[config.mk]
export PLATFORM = sky130hd
export DESIGN_NAME = ipv4_longest_prefix_match_core
export DESIGN_NICKNAME = d
export VERILOG_FILES = /design/src/rtl/ipv4_lpm_pkg.sv /design/src/rtl/ipv4_lpm_cell.sv /design/src/rtl/ipv4_lpm_skid.sv /design/src/rtl/ipv4_longest_prefix_match_core.sv
export SDC_FILE = /design/constraint.sdc
export NUM_CORES = 2
export LEC_CHECK = 0
export ABC_AREA = 0
export BUFFER_PORTS_ARGS = -buffer_cell sky130_fd_sc_hd__buf_4
export CAP_MARGIN = 5
export CORE_MARGIN = 2
export CORE_UTILIZATION = 25
export DETAILED_ROUTE_END_ITERATION = 7
export PLACE_DENSITY = 0.36
export SKIP_LAST_GASP = 1
export SYNTH_ARGS = -nofsm -noshare
export SYNTH_HDL_FRONTEND = slang
export SYNTH_HIERARCHICAL = 1
export SYNTH_SLANG_ARGS = --single-unit
[constraint.sdc]
create_clock -name clk -period 16.46 [get_ports clk]
set_input_delay 2.469 -clock clk [delete_from_list [all_inputs] [get_ports clk]]
set_output_delay 2.469 -clock clk [all_outputs]
set_load 0.1 [all_outputs]
[src/rtl/ipv4_lpm_pkg.sv]
// Shared types, constants and helper functions for the IPv4 longest-prefix-match core.
// Used by every module in rtl/; depends on nothing else.

package ipv4_lpm_pkg;

  localparam int NUM_ENTRIES_DEF = 8;
  localparam int IDX_W           = 3;
  localparam int ADDR_W          = 32;
  localparam int PLEN_W          = 6;
  localparam logic [PLEN_W-1:0] PLEN_MAX = 6'd32;

  localparam int IN_TDATA_W  = 80;
  localparam int OUT_TDATA_W = 16;

  typedef enum logic {
    ACT_WRITE  = 1'b0,
    ACT_LOOKUP = 1'b1
  } action_t;

  // One request as it moves down the chain of table cells.
  typedef struct packed {
    logic                vld;
    action_t             action;
    logic [IDX_W-1:0]    index;
    logic [ADDR_W-1:0]   network;
    logic [PLEN_W-1:0]   prefix_len;
    logic                entry_valid;
    logic [ADDR_W-1:0]   addr;
    logic                hit;
    logic [IDX_W-1:0]    best_idx;
    logic [PLEN_W-1:0]   best_len;
  } item_t;

  typedef struct packed {
    logic                found;
    logic [IDX_W-1:0]    match_index;
    logic [PLEN_W-1:0]   match_prefix_len;
  } result_t;

  function automatic logic [ADDR_W-1:0] prefix_mask(input logic [PLEN_W-1:0] len);
    logic [ADDR_W-1:0] ones;
    ones = '1;
    // A shift by 32 or more leaves zero, so a length of 32 gives all ones.
    return ~(ones >> len);
  endfunction

  function automatic logic [PLEN_W-1:0] sat_prefix(input logic [PLEN_W-1:0] len);
    return (len > PLEN_MAX) ? PLEN_MAX : len;
  endfunction

endpackage

[src/rtl/ipv4_lpm_cell.sv]
// One table slot of the longest-prefix-match chain plus its output stage register.
// Depends on ipv4_lpm_pkg.

module ipv4_lpm_cell import ipv4_lpm_pkg::*; #(
  parameter int CELL_ID = 0
) (
  input  logic  clk,
  input  logic  rst_n,
  input  logic  adv_i,
  input  item_t item_i,
  output item_t item_o
);

  localparam bit WRITABLE = (CELL_ID < (1 << IDX_W));
  localparam logic [IDX_W-1:0] MY_IDX = IDX_W'(CELL_ID);

  logic [ADDR_W-1:0] ent_net_r,    ent_net_nxt;
  logic [PLEN_W-1:0] ent_plen_r,   ent_plen_nxt;
  logic              ent_valid_r,  ent_valid_nxt;
  logic              out_vld_r;
  item_t             out_r,        out_nxt;
  logic              is_write;
  logic              better;

  always_comb begin
    is_write      = item_i.vld && (item_i.action == ACT_WRITE) && WRITABLE &&
                    (item_i.index == MY_IDX);
    ent_net_nxt   = is_write ? item_i.network     : ent_net_r;
    ent_plen_nxt  = is_write ? item_i.prefix_len  : ent_plen_r;
    ent_valid_nxt = is_write ? item_i.entry_valid : ent_valid_r;

    // Slots are visited in ascending order, so only a strictly longer prefix replaces.
    better = item_i.vld && (item_i.action == ACT_LOOKUP) && ent_valid_r &&
             (!item_i.hit || (ent_plen_r > item_i.best_len)) &&
             ((item_i.addr & prefix_mask(ent_plen_r)) == ent_net_r);

    out_nxt = item_i;
    if (better) begin
      out_nxt.hit      = 1'b1;
      out_nxt.best_idx = MY_IDX;
      out_nxt.best_len = ent_plen_r;
    end
  end

  always_ff @(posedge clk) begin
    if (!rst_n) begin
      ent_net_r   <= '0;
      ent_plen_r  <= '0;
      ent_valid_r <= 1'b0;
      out_vld_r   <= 1'b0;
    end else if (adv_i) begin
      ent_net_r   <= ent_net_nxt;
      ent_plen_r  <= ent_plen_nxt;
      ent_valid_r <= ent_valid_nxt;
      out_vld_r   <= item_i.vld;
    end
  end

  always_ff @(posedge clk) begin
    if (adv_i) begin
      out_r <= out_nxt;
    end
  end

  always_comb begin
    item_o     = out_r;
    item_o.vld = out_vld_r;
  end

  a_plen_range: assert property (@(posedge clk) disable iff (!rst_n)
    ent_plen_r <= PLEN_MAX)
    else $error("slot holds a prefix longer than 32");

  a_hit_kept: assert property (@(posedge clk) disable iff (!rst_n)
    adv_i && item_i.vld && item_i.hit |=> item_o.hit && (item_o.best_len >= $past(item_i.best_len)))
    else $error("a lookup lost its earlier match");

  a_write_no_hit: assert property (@(posedge clk) disable iff (!rst_n)
    adv_i && item_i.vld && (item_i.action == ACT_WRITE) && !item_i.hit |=> !item_o.hit)
    else $error("a write request picked up a match");

endmodule

[src/rtl/ipv4_lpm_skid.sv]
// Two-entry output queue that decouples the cell chain from the result receiver.
// Depends on ipv4_lpm_pkg.

module ipv4_lpm_skid import ipv4_lpm_pkg::*; (
  input  logic    clk,
  input  logic    rst_n,
  input  logic    push_i,
  input  result_t data_i,
  output logic    room_o,
  output logic    out_tvalid,
  input  logic    out_tready,
  output result_t data_o
);

  logic [1:0] cnt_r, cnt_nxt;
  result_t    head_r, head_nxt;
  result_t    tail_r, tail_nxt;
  logic       pop;

  always_comb begin
    pop      = out_tvalid && out_tready;
    cnt_nxt  = cnt_r;
    head_nxt = head_r;
    tail_nxt = tail_r;
    case ({push_i, pop})
      2'b10: begin
        if (cnt_r == 2'd0) begin
          head_nxt = data_i;
        end else begin
          tail_nxt = data_i;
        end
        cnt_nxt = cnt_r + 2'd1;
      end
      2'b01: begin
        head_nxt = tail_r;
        cnt_nxt  = cnt_r - 2'd1;
      end
      2'b11: begin
        if (cnt_r == 2'd1) begin
          head_nxt = data_i;
        end else begin
          head_nxt = tail_r;
          tail_nxt = data_i;
        end
      end
      default: begin
      end
    endcase
  end

  always_ff @(posedge clk) begin
    if (!rst_n) begin
      cnt_r <= 2'd0;
    end else begin
      cnt_r <= cnt_nxt;
    end
  end

  always_ff @(posedge clk) begin
    head_r <= head_nxt;
    tail_r <= tail_nxt;
  end

  assign room_o     = (cnt_r != 2'd2);
  assign out_tvalid = (cnt_r != 2'd0);
  assign data_o     = head_r;

  a_no_overflow: assert property (@(posedge clk) disable iff (!rst_n)
    push_i |-> cnt_r != 2'd2)
    else $error("result pushed into a full queue");

  a_cnt_range: assert property (@(posedge clk) disable iff (!rst_n)
    cnt_r != 2'd3)
    else $error("queue count out of range");

  a_count_step: assert property (@(posedge clk) disable iff (!rst_n)
    push_i && !pop |=> cnt_r == $past(cnt_r) + 2'd1)
    else $error("queue count did not follow a push");

endmodule

[src/rtl/ipv4_longest_prefix_match_core.sv]
// Top level of the IPv4 longest-prefix-match core: input unpacking, the chain of
// table cells and the output queue. Depends on ipv4_lpm_pkg, ipv4_lpm_cell, ipv4_lpm_skid.
//
// Usage. Each request on the in_ stream is either a table write (in_tuser = 0) or a
// lookup (in_tuser = 1). A write loads one slot with a network, a prefix length
// (lengths above 32 are stored as 32) and a valid mark, and gives no result. A lookup
// gives exactly one result on the out_ stream: a found flag in out_tuser, and the
// winning slot and its prefix length in out_tdata. The longest matching prefix wins,
// the lower slot on a tie; with no match all result fields are zero.
// Each of the NUM_ENTRIES slots lives in its own cell; requests move one cell per
// cycle while the output queue has room, so a write reaches its slot in order with
// the lookups around it. Throughput is one request per cycle unless the queue is full.
// A lookup's result is registered at the output of every cell in turn and is then
// loaded into the output queue.
// Reset (rst_n low, synchronous) clears every slot to invalid and empties the chain
// and the output queue. When the receiver stalls, results collect in a two-entry
// queue; once it is full the whole chain holds and in_tready goes low. in_tready
// depends only on registered state, never combinationally on out_tready.

module ipv4_longest_prefix_match_core import ipv4_lpm_pkg::*; #(
  parameter int NUM_ENTRIES = NUM_ENTRIES_DEF
) (
  input  logic                   clk,
  input  logic                   rst_n,
  input  logic                   in_tvalid,
  output logic                   in_tready,
  // [2:0] entry_index, [34:3] entry_network, [40:35] entry_prefix_len,
  // [41] entry_valid, [73:42] lookup_addr, [79:74] zero
  input  logic [IN_TDATA_W-1:0]  in_tdata,
  // [0] action
  input  logic                   in_tuser,
  output logic                   out_tvalid,
  input  logic                   out_tready,
  // [2:0] match_index, [8:3] match_prefix_len, [15:9] zero
  output logic [OUT_TDATA_W-1:0] out_tdata,
  // [0] found
  output logic                   out_tuser
);

  item_t   chain [NUM_ENTRIES+1];
  logic    adv;
  logic    push;
  result_t res_in;
  result_t res_out;

  // The chain moves whenever the output queue has a free place.
  assign in_tready = adv;

  always_comb begin
    chain[0].vld         = in_tvalid && adv;
    chain[0].action      = action_t'(in_tuser);
    chain[0].index       = in_tdata[2:0];
    chain[0].network     = in_tdata[34:3];
    chain[0].prefix_len  = sat_prefix(in_tdata[40:35]);
    chain[0].entry_valid = in_tdata[41];
    chain[0].addr        = in_tdata[73:42];
    chain[0].hit         = 1'b0;
    chain[0].best_idx    = '0;
    chain[0].best_len    = '0;
  end

  for (genvar g = 0; g < NUM_ENTRIES; g++) begin : g_cell
    ipv4_lpm_cell #(
      .CELL_ID(g)
    ) u_cell (
      .clk    (clk),
      .rst_n  (rst_n),
      .adv_i  (adv),
      .item_i (chain[g]),
      .item_o (chain[g+1])
    );
  end

  // Only lookups leave a result; writes retire silently at the end of the chain.
  assign push = adv && chain[NUM_ENTRIES].vld && (chain[NUM_ENTRIES].action == ACT_LOOKUP);

  always_comb begin
    res_in.found            = chain[NUM_ENTRIES].hit;
    res_in.match_index      = chain[NUM_ENTRIES].best_idx;
    res_in.match_prefix_len = chain[NUM_ENTRIES].best_len;
  end

  ipv4_lpm_skid u_skid (
    .clk        (clk),
    .rst_n      (rst_n),
    .push_i     (push),
    .data_i     (res_in),
    .room_o     (adv),
    .out_tvalid (out_tvalid),
    .out_tready (out_tready),
    .data_o     (res_out)
  );

  assign out_tuser = res_out.found;
  assign out_tdata = {7'd0, res_out.match_prefix_len, res_out.match_index};

  a_miss_zero: assert property (@(posedge clk) disable iff (!rst_n)
    out_tvalid && !out_tuser |-> out_tdata == '0)
    else $error("a miss carries a nonzero slot or prefix");

  a_len_range: assert property (@(posedge clk) disable iff (!rst_n)
    out_tvalid |-> out_tdata[8:3] <= PLEN_MAX)
    else $error("result prefix longer than 32");

  a_reset_quiet: assert property (@(posedge clk)
    !rst_n |=> !out_tvalid && in_tready)
    else $error("core not empty after reset");

endmodule

Yosys cells after proc, flatten, opt, wreduce, memory -nomap -nowiden:

Cells that the tools add are included.

* $add $sub $neg: 2
* order comparisons: 8
* equal/unequal tests: 23
* shift operators: 8
* multiplexer cells: 16
* bitwise gates (word level): 24
* reductions and logical operators: 81

Operators with widths (number)
* $and 32x32->32: 8
* $eq 32x32->1: 8
* $not 32->32: 8
* $shr 32x6->32 const A: 8
* $logic_and 1x1->1: 51
* $mux 10: 5
* $mux 6: 8
* $gt 6x6->1: 7
* $pmux 10 s3: 1
* $pmux 10 s2: 1
* $reduce_and 2->1: 9
* $eq 3x3->1 const B: 4
* $not 1->1: 8
* $logic_not 1->1: 7
* $logic_or 1x1->1: 7
* $eq 3x2->1 const B: 2
* $gt 6x6->1 const B: 1
* $ne 2x2->1 const B: 3
* $reduce_bool 2->1: 3
* $eq 2x1->1 const B: 2
* $eq 2x2->1 const B: 2
* $pmux 2 s2: 1
* $eq 3x1->1 const B: 1
* $logic_not 3->1: 1
* 6 further kinds: 6

* register bits: 948
* bits of input ports: 85
* output and inout bits: 19
* word-level logic and storage cells: 268

Longest topological paths before layout:

* depth after elaboration: 6
* depth in mapped cells: 11
* mapped depth without buffers: 11

Cells and area by module:

The synthesis kept the hierarchy.

Modules (own cells, without submodules)
* ipv4_lpm_cell (g_cell[5].u_cell ...): times used 2, cells each 448, area an instance 5255.0 um^2, sequential area each 3353.2 um^2
* ipv4_lpm_cell (g_cell[2].u_cell ...): times used 2, cells each 448, area an instance 5252.5 um^2, sequential area each 3353.2 um^2
* ipv4_lpm_cell (g_cell[1].u_cell): times used 1, cells each 461, area an instance 5385.2 um^2, sequential area each 3353.2 um^2
* ipv4_lpm_cell (g_cell[0].u_cell): times used 1, cells each 461, area an instance 5381.4 um^2, sequential area each 3353.2 um^2
* ipv4_lpm_cell (g_cell[7].u_cell): times used 1, cells each 448, area an instance 5256.3 um^2, sequential area each 3353.2 um^2
* ipv4_lpm_cell (g_cell[3].u_cell): times used 1, cells each 449, area an instance 5252.5 um^2, sequential area each 3353.2 um^2
* ipv4_lpm_skid: times used 1, cells each 93, area an instance 1153.6 um^2, sequential area each 640.6 um^2
* ipv4_longest_prefix_match_core: times used 1, cells each 16, area an instance 103.8 um^2, sequential area each 0.0 um^2

Worst setup path after synthesis:

Ideal clock, no wire load.

* path kind: reg-to-reg
* start: register u_skid.cnt_r[0]
* end: register g_cell[0].u_cell.out_r, in the netlist g_cell[0].u_cell/item_o[2] (data pin)
* setup time: 0.130 ns
* arrival time: 17.598 ns
* required time: 16.330 ns
* slack: -1.267 ns
* stages on the path, launching flop included: 12
* buffers on the path: 0
* clock period less this slack: 17.727 ns
* path through: dfxtp_1 inv_1 ha_1 inv_1 and2_1 nand3_1 a221oi_1 o2111ai_1 or4b_4 nor4_4 nand4_4 mux2_4

RTL lines
* from (decl): line ipv4_lpm_skid.sv:15 `logic [1:0] cnt_r, cnt_nxt;`
* from (signal assigned): line ipv4_lpm_skid.sv:55 `cnt_r <= cnt_nxt;`
* to (signal assigned): line ipv4_lpm_cell.sv:61 `out_r <= out_nxt;`
* to (decl): line ipv4_lpm_cell.sv:21 `item_t out_r, out_nxt;`

Worst setup path in the final report:

* start: register u_skid.cnt_r[0]
* end: register g_cell[2].u_cell.out_r, in the netlist g_cell[2].u_cell/item_o[28], enable pin

* word-level cells in the longest chain between the ends: 1

RTL lines
* $ne 2x2->1: line ipv4_lpm_skid.sv:64 `assign room_o = (cnt_r != 2'd2);`
* to (signal assigned): line ipv4_lpm_cell.sv:61
* to (decl): line ipv4_lpm_cell.sv:21

No other way between the ends.
A chain may end at the register's enable or synchronous reset.

==> run_results.csv <==
group,metric,value,unit
clocking,cts_root_buf,"clkbuf_16",
clocking,cts_buffer_depth,3,
sta,rsz0062_at_grt,"no",
power_and_ir_drop,ir_drop,0.00007674,V
layout,drive_above_1_share,0.1146,
sta,min_period_over_period,0.3258,
clocking,holdBufCountCts,0,
setup_path,critPathArrivalTime,5.68,ns
clocking,numCtsBuffers,111,
setup_path,start_kind,"flop",
clocking,post_cts_buffers,0,
die,die-area,168600,um^2
sta,slew_headroom,0.2987,
routing,antenna_left,0,
sta,tns,0,ns
setup_path,required,16.77,ns
global_routing,use_met2,0.2764,
routing,drt-initial-drc-count,1951,
die,io_pins,104,
routing,drt_pre_antenna_iters,5,
sta,slew_viol_final,0,
yosys,syn_area,41330,um^2
sta,clock_skew,0.02862,ns
layout,diodes,0,
clocking,postCtsResizedCells,0,
clocking,clock-sinks,948,
clocking,clkSlewWorstSetupHoldPaths,0.06,ns
clocking,clock_latency,0.71,ns
sta,period_needed,5.363,ns
layout,final_nets,3866,
placement,portBuffers,90,
die,coreArea,164600,um^2
global_routing,globalRouteMet3Util,0.02122,
global_routing,grt_overflow_total,0,
setup_path,slowest_delay,0.83,ns
setup_path,crit_type,"reg2reg",
global_routing,grt_max_degree,123,
yosys,synth_area_per_cell,11.33,um^2
yosys,postSynthCellCount,3646,
setup_path,critPathMostFrequentCell,"buf_4",
layout,n_fill_cell,16950,
power_and_ir_drop,powerDensity,129.7,nW/um^2
clocking,cts_tree,"yes",
yosys,ys_warn_count,6,
placement,hpwlAfterDp,99.80,mm
run_status,status,"complete, no violations",
routing,avgViaCountPerCell,4.472,
setup_path,end_kind,"flop",
global_routing,antenna_found_initial,0,
sta,timing.fmax,0.1864,GHz
die,die_w,410.6,um
die,fp.dieH,410.6,um
clocking,cts_max_level,3,
placement,gp_congestion,0.8786,
routing,wl_per_cell,22.35,um
routing,drc,0,
setup_path,crit_chain,"inv_1 -> ha_1 -> inv_8 -> buf_4 -> buf_4 -> buf_4 -> buf_4 -> buf_4",
worst_hold_path,worst_hold_path_type,"reg2reg",
sta,worstMarginPinSlew,1.039,ns
sta,hold_viol_final,0,
routing,routed_wl,134.4,mm
setup_path,crit_path_top_delay_cell,"buf_4",
setup_path,path_max_fanout,72,
global_routing,grt_pass1_wl,194.7,mm
sta,setup_violations,0,
routing,num_vias,26880,
global_routing,gr-max-usage-layer,"met2",
layout,final_core_util,0.2925,
global_routing,grt_use_met1,0.1935,
layout,areaGrowthSynthToFinish,16.52,%
placement,pre_cts_ws,10.49,ns
global_routing,grt_use_total,0.1576,
global_routing,grt_pass1_vias,26860,
power_and_ir_drop,power_leakage,17.14,nW
die,start_util,0.2510,
die,rows,149,
sta,setup_ws,11.10,ns
run,drv_cap,0,
==> state kept, by name (all words and copies together), names as in the netlist <==
name / cells
u_skid/data_o: 10
g_cell.u_cell/item_o: 606
u_skid/cnt_r: 2
u_skid/tail_r: 10
g_cell.u_cell/out_vld_r: 8
g_cell.u_cell/ent_net_r: 256
g_cell.u_cell/ent_plen_r: 48
g_cell.u_cell/ent_valid_r: 8
==> per-layer routing <==
metal,share of wire,up-vias
met5,0,-
met4,0.044,0
met3,0.027,220
met2,0.50,540
met1,0.43,12880
li1,-,13240
==> path summary, 6_finish.rpt <==
kind | from | endpoint | slack (ns) | depth (start not counted)
max | u_skid/cnt_r[0] | g_cell[2].u_cell/item_o[28] | 11.10 | 8
max reg2reg | u_skid/cnt_r[0] | g_cell[2].u_cell/item_o[28] | 11.10 | 8
min | g_cell[5].u_cell/item_o[55] | g_cell[6].u_cell/item_o[55] | 0.44 | 0
min reg2reg | g_cell[5].u_cell/item_o[55] | g_cell[6].u_cell/item_o[55] | 0.44 | 0
==> metrics by stage <==
| stage | hold slack [ns] | power (mW) | instance area, um^2 | instances |
|---|---|---|---|---|
| final | 0.4445 | 6.245 | 48150 | 6011 |
| after detailed placement | 0.4365 | 3.756 | 44360 | 5801 |
| after global routing | 0.4601 | 6.527 | 48150 | 6011 |
| after floorplan | 0.4168 | 3.519 | 41410 | 3669 |
| after global placement | 0.4344 | 3.757 | 44360 | 5801 |
| after CTS | 0.4515 | 6.358 | 48150 | 6011 |
==> where the power goes <==
| group | leakage, nW | internal [mW] | total [mW] | switching [mW] |
|---|---|---|---|---|
| logic | 6.07 | 0.131 | 0.366 | 0.236 |
| clock network | 1.87 | 1.55 | 2.56 | 1.01 |
| registers | 9.20 | 3.03 | 3.32 | 0.289 |
| total | 17.1 | 4.71 | 6.24 | 1.54 |
==> final cells by class <==
class | count | area (um^2) | area share
repair buffers | 160 | 1220 | 0.02533
clock buffers | 164 | 3284 | 0.06821
clock inverters | 46 | 513.0 | 0.01065
flip-flops and latches | 948 | 25240 | 0.5243
inverters | 175 | 664.4 | 0.01380
multi-input cells | 2329 | 14490 | 0.3009
well taps | 2189 | 2739 | 0.05688
==> layout by cell type, fill, tap and decap left out, drive strengths merged, types with 16 or more instances in the layout <==
master / count
dfxtp: 322
conb: 24
o21ai: 157
edfxtp: 626
nand4: 48
clkinv: 32
nand2b: 36
mux2i: 17
a21o: 16
ha: 56
a21boi: 316
inv: 177
and2: 29
buf: 159
and3: 40
nor3: 70
nor4: 32
or3: 16
a21oi: 94
xor2: 56
clkbuf: 165
a22oi: 20
xnor2: 73
o211ai: 20
nand2: 720
nand3: 54
o311ai: 22
mux2: 56
o21a: 16
nor2b: 77
o22ai: 50
nor2: 21
==> critical path, delay by kind of cell, from the launching register on <==
kind                       cells  cell delay (ns)
DFF                            1             0.38
buffers and inverters          7             4.13
adders and majority gates      1             0.27
No activity file was read; power rests on OpenSTA's default activity.
